--- config.mk ---
export PLATFORM = sky130hd
export DESIGN_NAME = adaptive_idle_poll_backoff_unit
export DESIGN_NICKNAME = d
export VERILOG_FILES = /design/src/rtl/aipb_pkg.sv /design/src/rtl/aipb_ladder.sv /design/src/rtl/adaptive_idle_poll_backoff_unit.sv
export SDC_FILE = /design/constraint.sdc
export NUM_CORES = 2
export LEC_CHECK = 0
export ABC_AREA = 1
export BUFFER_PORTS_ARGS = -buffer_cell sky130_fd_sc_hd__buf_4
export CORE_UTILIZATION = 41
export DETAILED_ROUTE_END_ITERATION = 8
export GPL_ROUTABILITY_DRIVEN = 0
export PLACE_DENSITY = 0.65
export SLEW_MARGIN = 20
export SYNTH_ARGS = -nofsm -noshare
export SYNTH_HDL_FRONTEND = slang
export SYNTH_SLANG_ARGS = --single-unit
--- constraint.sdc ---
create_clock -name clock -period 10.53 [get_ports clock]
set_input_delay 2.106 -clock clock [delete_from_list [all_inputs] [get_ports clock]]
set_output_delay 2.106 -clock clock [all_outputs]
set_load 0.05 [all_outputs]
--- src/rtl/aipb_pkg.sv ---
// ============================================================================
// aipb_pkg: shared types and constants for the idle poll backoff unit
// Event kinds, action codes, register indexes and ladder timing constants.
// ============================================================================
`timescale 1ns / 1ps
`default_nettype none

package aipb_pkg;

   // event kinds carried in req_tuser
   localparam logic [1:0] CMD_DRAIN  = 2'd0;
   localparam logic [1:0] CMD_POLL   = 2'd1;
   localparam logic [1:0] CMD_RESUME = 2'd2;

   // actions carried in rsp_tuser
   localparam logic [1:0] ACT_YIELD  = 2'd0;
   localparam logic [1:0] ACT_SLEEP  = 2'd1;
   localparam logic [1:0] ACT_NOWAIT = 2'd2;

   // configuration register indexes
   localparam logic [2:0] REG_PLATEAU_MAX = 3'd0;
   localparam logic [2:0] REG_PLATEAU_MIN = 3'd1;
   localparam logic [2:0] REG_LONG_IDLE   = 3'd2;
   localparam logic [2:0] REG_WINDOW      = 3'd3;
   localparam logic [2:0] REG_PERCENT     = 3'd4;

   // ladder timing
   localparam logic [15:0] YIELD_POLLS      = 16'd16;
   localparam logic [15:0] POLL_COUNT_MAX   = 16'hFFFF;
   localparam logic [9:0]  FIRST_SLEEP_US   = 10'd10;
   localparam logic [9:0]  PLATEAU_SLEEP_US = 10'd40;
   localparam logic [9:0]  DEEP_SLEEP_US    = 10'd640;

   // window evaluation
   localparam logic [6:0]  PERCENT_FULL   = 7'd100;

   // register reset values
   localparam logic [7:0]  RST_PLATEAU_MAX = 8'd16;
   localparam logic [7:0]  RST_PLATEAU_MIN = 8'd2;
   localparam logic [47:0] RST_LONG_IDLE   = 48'd2000000;
   localparam logic [47:0] RST_WINDOW      = 48'd200000000;
   localparam logic [6:0]  RST_PERCENT     = 7'd50;

   // ladder decision for one idle poll
   typedef struct packed {
      logic [1:0]  action;
      logic [9:0]  sleep_us;
      logic [15:0] poll_count;
   } ladder_type;

endpackage

`default_nettype wire

--- src/rtl/aipb_ladder.sv ---
// ============================================================================
// aipb_ladder: idle poll backoff ladder
// Bumps the saturating poll count and picks yield, short, warm or deep sleep.
// ============================================================================
`timescale 1ns / 1ps
`default_nettype none

module aipb_ladder
   import aipb_pkg::*;
(
   input  wire logic [15:0] poll_count,
   input  wire logic [7:0]  plateau_depth,
   output ladder_type       decision
);

   logic [15:0] count_next;
   logic [15:0] rung;

   // saturate the count at its ceiling
   assign count_next = (poll_count == POLL_COUNT_MAX) ? poll_count : poll_count + 16'd1;
   assign rung       = count_next - YIELD_POLLS;

   // yield first, then climb the sleep ladder
   always_comb begin
      decision.poll_count = count_next;
      decision.action     = ACT_SLEEP;
      decision.sleep_us   = DEEP_SLEEP_US;
      priority if (count_next < YIELD_POLLS) begin
         decision.action   = ACT_YIELD;
         decision.sleep_us = 10'd0;
      end else if (rung < {8'd0, plateau_depth}) begin
         decision.sleep_us = (rung == 16'd0) ? FIRST_SLEEP_US : PLATEAU_SLEEP_US;
      end else begin
         decision.sleep_us = DEEP_SLEEP_US;
      end
   end

endmodule

`default_nettype wire

--- src/rtl/adaptive_idle_poll_backoff_unit.sv ---
// ============================================================================
// adaptive_idle_poll_backoff_unit: event driven idle poll backoff controller
// Tracks long idle gaps between drains, selects coarse or responsive mode and
// paces idle polls with a yield / sleep ladder.
// ============================================================================
// Usage:
//   req channel: one word per event; req_tuser holds the event kind
//   (drain, idle poll, resume), req_tdata the 64-bit timestamp in ns.
//   rsp channel: one word per event, in order; rsp_tuser holds the action,
//   rsp_tdata the sleep length, the plateau depth and the coarse flag.
//   csr port: write csr_we with csr_index and csr_wdata; writes take effect
//   at once; the user must issue them only while no event is in flight (not enforced).
//   Path: an accepted event passes the input register, then the result register,
//   before rsp_tvalid rises. Throughput: one event per cycle while the result
//   register drains; window evaluation and ladder step run in the single compute stage.
//   Stall: while rsp_tready is low the result register holds and the input
//   register fills; req_tready drops once both are occupied.
//   Reset: synchronous; clears both stages, restores register defaults and
//   returns the tracker to unanchored responsive mode.
// ============================================================================
`timescale 1ns / 1ps
`default_nettype none

module adaptive_idle_poll_backoff_unit
   import aipb_pkg::*;
(
   input  wire logic        clock,
   input  wire logic        reset,
   // event channel
   input  wire logic        req_tvalid,
   output      logic        req_tready,
   input  wire logic [63:0] req_tdata,   // [63:0] now_ns
   input  wire logic [1:0]  req_tuser,   // [1:0] cmd
   // result channel
   output      logic        rsp_tvalid,
   input  wire logic        rsp_tready,
   output      logic [23:0] rsp_tdata,   // [9:0] sleep_us, [17:10] plateau_depth_out,
                                         // [18] coarse_out, [23:19] zero
   output      logic [1:0]  rsp_tuser,   // [1:0] action
   // configuration
   input  wire logic        csr_we,
   input  wire logic [2:0]  csr_index,
   input  wire logic [47:0] csr_wdata
);

   // configuration registers
   logic [7:0]  plateau_max_ff;
   logic [7:0]  plateau_min_ff;
   logic [47:0] long_idle_ff;
   logic [47:0] window_ff;
   logic [6:0]  percent_ff;

   // input stage
   logic        in_valid_ff;
   logic [1:0]  in_cmd_ff;
   logic [63:0] in_now_ff;

   // tracker state
   logic [15:0] poll_count_ff,  poll_count_in;
   logic [63:0] last_drain_ff,  last_drain_in;
   logic [63:0] win_start_ff,   win_start_in;
   logic [63:0] idle_total_ff,  idle_total_in;
   logic        coarse_ff,      coarse_in;
   logic        anchored_ff,    anchored_in;
   logic [7:0]  depth_ff,       depth_in;

   // result stage
   logic        out_valid_ff;
   logic [1:0]  out_action_ff,  out_action_in;
   logic [9:0]  out_sleep_ff,   out_sleep_in;
   logic [7:0]  out_depth_ff;
   logic        out_coarse_ff;

   logic        advance;
   logic        fire;

   // drain evaluation
   logic [63:0] gap;
   logic [63:0] total_acc;
   logic [63:0] start_eff;
   logic [63:0] elapsed;
   logic [6:0]  pct;
   logic [63:0] idle_scaled;
   logic [63:0] window_scaled;
   logic        coarse_eval;

   ladder_type  ladder;

   // handshake: result register drains or is empty, input register follows
   assign advance    = !out_valid_ff || rsp_tready;
   assign fire       = in_valid_ff && advance;
   assign req_tready = !in_valid_ff || advance;

   // write configuration registers
   always_ff @(posedge clock) begin
      if (reset) begin
         plateau_max_ff <= RST_PLATEAU_MAX;
         plateau_min_ff <= RST_PLATEAU_MIN;
         long_idle_ff   <= RST_LONG_IDLE;
         window_ff      <= RST_WINDOW;
         percent_ff     <= RST_PERCENT;
      end else if (csr_we) begin
         unique case (csr_index)
            REG_PLATEAU_MAX: plateau_max_ff <= csr_wdata[7:0];
            REG_PLATEAU_MIN: plateau_min_ff <= csr_wdata[7:0];
            REG_LONG_IDLE:   long_idle_ff   <= csr_wdata;
            REG_WINDOW:      window_ff      <= csr_wdata;
            REG_PERCENT:     percent_ff     <= csr_wdata[6:0];
            default: ;
         endcase
      end
   end

   // capture the incoming event word
   always_ff @(posedge clock) begin
      if (reset) begin
         in_valid_ff <= 1'b0;
      end else if (req_tready) begin
         in_valid_ff <= req_tvalid;
      end
   end

   always_ff @(posedge clock) begin
      if (req_tready && req_tvalid) begin
         in_cmd_ff <= req_tuser;
         in_now_ff <= req_tdata;
      end
   end

   // long idle accumulation and window check for a drain
   assign gap       = in_now_ff - last_drain_ff;
   assign total_acc = (anchored_ff && (gap >= {16'd0, long_idle_ff}))
                      ? idle_total_ff + gap : idle_total_ff;
   assign start_eff = anchored_ff ? win_start_ff : in_now_ff;
   assign elapsed   = in_now_ff - start_eff;
   assign pct       = (percent_ff > PERCENT_FULL) ? PERCENT_FULL : percent_ff;

   // both products wrap at 64 bits
   assign idle_scaled   = total_acc * {57'd0, PERCENT_FULL};
   assign window_scaled = elapsed * {57'd0, pct};
   assign coarse_eval   = idle_scaled >= window_scaled;

   aipb_ladder u_ladder (
      .poll_count    (poll_count_ff),
      .plateau_depth (depth_ff),
      .decision      (ladder)
   );

   // next tracker state and result
   always_comb begin
      poll_count_in = poll_count_ff;
      last_drain_in = last_drain_ff;
      win_start_in  = win_start_ff;
      idle_total_in = idle_total_ff;
      coarse_in     = coarse_ff;
      anchored_in   = anchored_ff;
      depth_in      = depth_ff;
      out_action_in = ACT_NOWAIT;
      out_sleep_in  = 10'd0;
      unique case (in_cmd_ff)
         CMD_DRAIN: begin
            anchored_in   = 1'b1;
            last_drain_in = in_now_ff;
            poll_count_in = 16'd0;
            if (elapsed >= {16'd0, window_ff}) begin
               coarse_in     = coarse_eval;
               win_start_in  = in_now_ff;
               idle_total_in = 64'd0;
            end else begin
               win_start_in  = start_eff;
               idle_total_in = total_acc;
            end
            depth_in = coarse_in ? plateau_min_ff : plateau_max_ff;
         end
         CMD_POLL: begin
            poll_count_in = ladder.poll_count;
            out_action_in = ladder.action;
            out_sleep_in  = ladder.sleep_us;
         end
         CMD_RESUME: begin
            poll_count_in = 16'd0;
         end
         default: ;
      endcase
   end

   // update tracker state on each processed event
   always_ff @(posedge clock) begin
      if (reset) begin
         poll_count_ff <= 16'd0;
         last_drain_ff <= 64'd0;
         win_start_ff  <= 64'd0;
         idle_total_ff <= 64'd0;
         coarse_ff     <= 1'b0;
         anchored_ff   <= 1'b0;
         depth_ff      <= RST_PLATEAU_MAX;
      end else if (fire) begin
         poll_count_ff <= poll_count_in;
         last_drain_ff <= last_drain_in;
         win_start_ff  <= win_start_in;
         idle_total_ff <= idle_total_in;
         coarse_ff     <= coarse_in;
         anchored_ff   <= anchored_in;
         depth_ff      <= depth_in;
      end
   end

   // hold the result word until taken
   always_ff @(posedge clock) begin
      if (reset) begin
         out_valid_ff <= 1'b0;
      end else if (advance) begin
         out_valid_ff <= in_valid_ff;
      end
   end

   always_ff @(posedge clock) begin
      if (fire) begin
         out_action_ff <= out_action_in;
         out_sleep_ff  <= out_sleep_in;
         out_depth_ff  <= depth_in;
         out_coarse_ff <= coarse_in;
      end
   end

   assign rsp_tvalid = out_valid_ff;
   assign rsp_tuser  = out_action_ff;
   assign rsp_tdata  = {5'd0, out_coarse_ff, out_depth_ff, out_sleep_ff};

endmodule

`default_nettype wire

==> metrics.md <==
| Metric | Value |
|---|---|
| Outcome | `finished clean` |
| Synthesis warning total | `0` |
| Fin Clk Skew | `0.0565 ns` |
| Total length of routed met3 wires | `19300 um` |
| Fraction of final layout cells sized beyond drive strength 1 | `11.3%` |
| Average detailed-routed wire length per instance | `19.9 um` |
| Pwr Density | `258 nW/um^2` |
| Initial cell density of the core | `41.3%` |
| Routed length on met2 | `86100 um` |
| Reg-to-reg critical path endpoint | `out_depth_ff[7]` |
| Worst Path Required | `10.90 ns` |
| Total clock sinks | `418` |
| Maximum fanout encountered on the critical timing path | `12` |
| Area added between synthesis and finish | `13.7%` |
| Via count of the first global-routing pass | `52089` |
| Synthesized cell area | `54300 um^2` |
| Post-DP Area | `59200 um^2` |
| Total Routing Usage GR | `28.8%` |
| Max rail drop VDD | `0.000261 V` |
| Number of antenna violations at the first check in global routing | `9` |
| Number of cells produced by synthesis | `7884` |
| Overall overflow remaining after global route | `0` |
| CP Launch Type | `register` |
| DR top layer | `met5` |
| Estimated wirelength of the detail-placed design | `166000 um` |
| Largest net degree at the start of global routing | `120` |
| I/O Buffers | `139` |
| Number of placement rows | `133` |
| Post-synthesis sequential area ratio | `16.9%` |
| Max Root-Sink Buffers | `3` |
| Critical path start-end classification | `reg -> reg` |
| Class of the tightest hold or removal check | `reg -> reg` |
| Reg2reg path depth | `65` |
| Per-cell via count in the routed design | `5.44` |
| LEAKAGE | `30.3 nW` |
| Remaining antenna violation count | `0` |
| Hold-fix buffers, CTS | `0` |
| Clock edge transition at the registers on the reported setup and hold paths | `0.06 ns` |
| Post-Route WL | `200000 um` |
| Combined flip-flop and latch cell area | `9190 um^2` |
| Slew at the pin closest to its max-slew limit | `1.16 ns` |
| Die ar. | `134000 um^2` |
| Top-Level Pins | `150` |
| Element type at the critical path end | `register` |
| Crit-path max cell delay | `0.52 ns` |
| Crit-path slowest cell | `fa_1` |
| Cts bufs inserted | `49` |
| H-Tree Level Count | `2` |
| Cell type with the highest occurrence count on the critical path | `nand2_1` |
| Height of the chip | `366 um` |
| Fmax | `99.6 MHz` |
| Wire length of the first global-routing pass | `300000 um` |
| Detailed-route wire length on metal 1 | `80900 um` |
| Flop-to-flop setup slack | `0.49 ns` |
| Most used flip-flop cell after synthesis | `dfxtp_1` |
| Final critical path time including I/O delays and setup | `10.04 ns` |
| Die X-Extent | `366 um` |
| Final period utilization | `95.3%` |
| Data arrival time of the critical path | `10.41 ns` |
| Footprint of the multi-input gates | `39400 um^2` |
| Hold path start | `window_ff[38]` |
| Total via count after detailed routing | `54596` |
| Number of enable flip-flop cells after synthesis | `81` |
| Post-layout net count | `9308` |
| CTS root buffer | `clkbuf_16` |
| Post-Layout Inst Area | `61800 um^2` |
| DRC marker count from the first detailed-route iteration | `5255` |
| Total count of max-transition violations in the final report | `0` |
| Netlist cell types | `68` |
| Max capacitance violation total | `0` |
| Worst-Skew Late Latency | `0.69 ns` |
| Hold Path Cell Cnt | `2` |
| Hold Worst Slack | `0.460 ns` |
| Startpoint of the lowest-slack register-to-register path | `in_now_ff[0]` |
| Final setup violating endpoints | `0` |
| Core area | `131000 um^2` |
| Drt first pass iters | `6` |
| Filler instances | `13394` |
| Post-route core utilization | `47.0%` |
| Final Hold Violating Endpoints | `0` |
| Number of register bits inferred by synthesis | `418` |
| Average footprint of a synthesized cell | `6.89 um^2` |
| Proportion of register bits with asynchronous set or reset after synthesis | `0%` |
| End point of the most critical hold path | `window_ff[38]` |
| Headroom to the max-slew limit | `22.8%` |
| # DRC | `0` |
| TritonCTS clock tree | `yes` |
==> cell usage after synthesis (29+ instances only) <==
master	instances	area share (%)
nor3_1	54	0.50
a21oi_1	752	6.9
nand2_2	29	0.33
dfxtp_1	337	12
nor2_1	609	4.2
xnor2_1	106	1.7
a21oi_2	38	0.61
o211ai_1	50	0.69
a21o_1	44	0.61
o211ai_2	40	0.92
nand4_1	48	0.55
clkbuf_1	136	0.94
nand2_1	1914	13
nand3_1	175	1.6
ha_1	600	14
o21ai_2	55	0.89
o21ai_0	393	3.6
a31oi_1	82	0.94
edfxtp_1	81	4.5
fa_1	349	13
mux2i_1	62	1.1
o21bai_1	30	0.41
xor2_1	170	2.7
inv_1	1418	9.8
==> critical path: cells and delay by family, from the launching register on <==
kind                     cells  cell delay, ns
flip-flops                   1            0.33
AND/OR/NAND/NOR             29            2.96
XOR/XNOR                     2            0.37
buffers and inverters       10            1.11
AO/OA/AOI/OAI               16            2.31
adder cells (fa/ha/maj)      8            2.62
==> registers in the layout (all words and copies together), names as in the netlist <==
register        cells
win_start_ff       64
plateau_max_ff      8
percent_ff          7
plateau_min_ff      8
last_drain_ff      64
out_sleep_ff        4
poll_count_ff      16
depth_ff            8
in_now_ff          64
rsp_tvalid          1
in_valid_ff         1
idle_total_ff      62
out_depth_ff        8
coarse_ff           1
out_coarse_ff       1
anchored_ff         1
in_cmd_ff           2
window_ff          48
long_idle_ff       48
rsp_tuser           2
==> worst max path at each step <==
stage,startpoint,endpoint,slack [ns],cells past startpoint
floorplan,in_now_ff[0],out_depth_ff[2],1.30,64
global placement,anchored_ff,out_depth_ff[1],0.08,51
detailed placement,anchored_ff,out_depth_ff[7],-0.02,50
CTS,in_now_ff[35],out_depth_ff[7],0.06,57
global route,in_now_ff[17],out_depth_ff[7],-0.07,62
finish,in_now_ff[0],out_depth_ff[7],0.49,65
==> metrics by stage <==
stage / power, mW / setup TNS [ns] / cells / setup WS (ns)
after detailed placement: 13.6 / -0.0300 / 9917 / -0.0176
final: 15.9 / 0 / 10034 / 0.492
after CTS: 15.5 / 0 / 10008 / 0.0648
after global placement: 13.4 / 0 / 9917 / 0.0791
after floorplan: 9.93 / 0 / 7893 / 1.30
after global routing: 17.2 / -0.0835 / 10032 / -0.0680
==> cells in the final DEF (no fill, tap or decap), types with 15 or more instances in the layout <==
cell | Yosys | routed
a21o_1 | 44 | 44
a21oi_1 | 752 | 732
a21oi_2 | 38 | 58
a31oi_1 | 82 | 73
buf_4 | 16 | 474
clkbuf_16 | 0 | 53
dfxtp_1 | 337 | 334
edfxtp_1 | 81 | 81
fa_1 | 349 | 348
ha_1 | 600 | 586
inv_1 | 1418 | 1414
inv_2 | 28 | 31
mux2i_1 | 62 | 62
nand2_1 | 1914 | 1907
nand2_2 | 29 | 34
nand3_1 | 175 | 170
nand3b_1 | 15 | 15
nand4_1 | 48 | 48
nor2_1 | 609 | 598
nor2_2 | 25 | 35
nor3_1 | 54 | 49
nor4_1 | 24 | 20
o211ai_1 | 50 | 50
o211ai_2 | 40 | 40
o21a_1 | 28 | 28
o21ai_0 | 393 | 383
o21ai_1 | 17 | 23
o21ai_2 | 55 | 53
o21bai_1 | 30 | 30
xnor2_1 | 106 | 97
xor2_1 | 170 | 159
==> area by class of cell <==
class / count / share of cell area, %
multi-input combinational: 5828 / 63.8
sequential: 418 / 14.9
inverter: 1455 / 8.86
timing repair buffer: 485 / 6.11
tap: 1755 / 3.56
clock buffer: 73 / 2.39
clock inverter: 18 / 0.371
antenna: 2 / 0.00810
==> layer usage <==
| metal | up-vias | GRT usage (%) |
|---|---|---|
| met2 | 2427 | 45.0 |
| met5 | - | 0 |
| li1 | 25969 | - |
| met4 | 10 | 16.6 |
| met1 | 25676 | 36.4 |
| met3 | 514 | 6.48 |
==> logic make-up (layout without fill, tap and decap cells) <==
family,Yosys count,count (layout),synth area share (%)
xor+xnor,278,278,4.51
flops,418,418,16.9
mux,62,62,1.14
compound gates,1593,1593,17.1
other cells,1,12,0.00690
buf+inv,1648,2031,11.8
simple gates,2935,2936,21.8
fa+ha+maj,949,949,26.7
==> power breakdown <==
part,internal (mW),switching [mW],leakage (nW)
Combinational,4.46,7.94,26.0
Sequential,1.69,0.0352,3.52
Clock,1.03,0.801,0.832
Total,7.18,8.77,30.3
==> what timing repair did <==
action,in CTS,in global routing
setup buffers,0,21
endpoints found under the setup margin,8,18
cloned,0,3
pin swaps,0,20
gates resized for setup,2,139
Note: power is estimated with default switching activity, not from simulation.
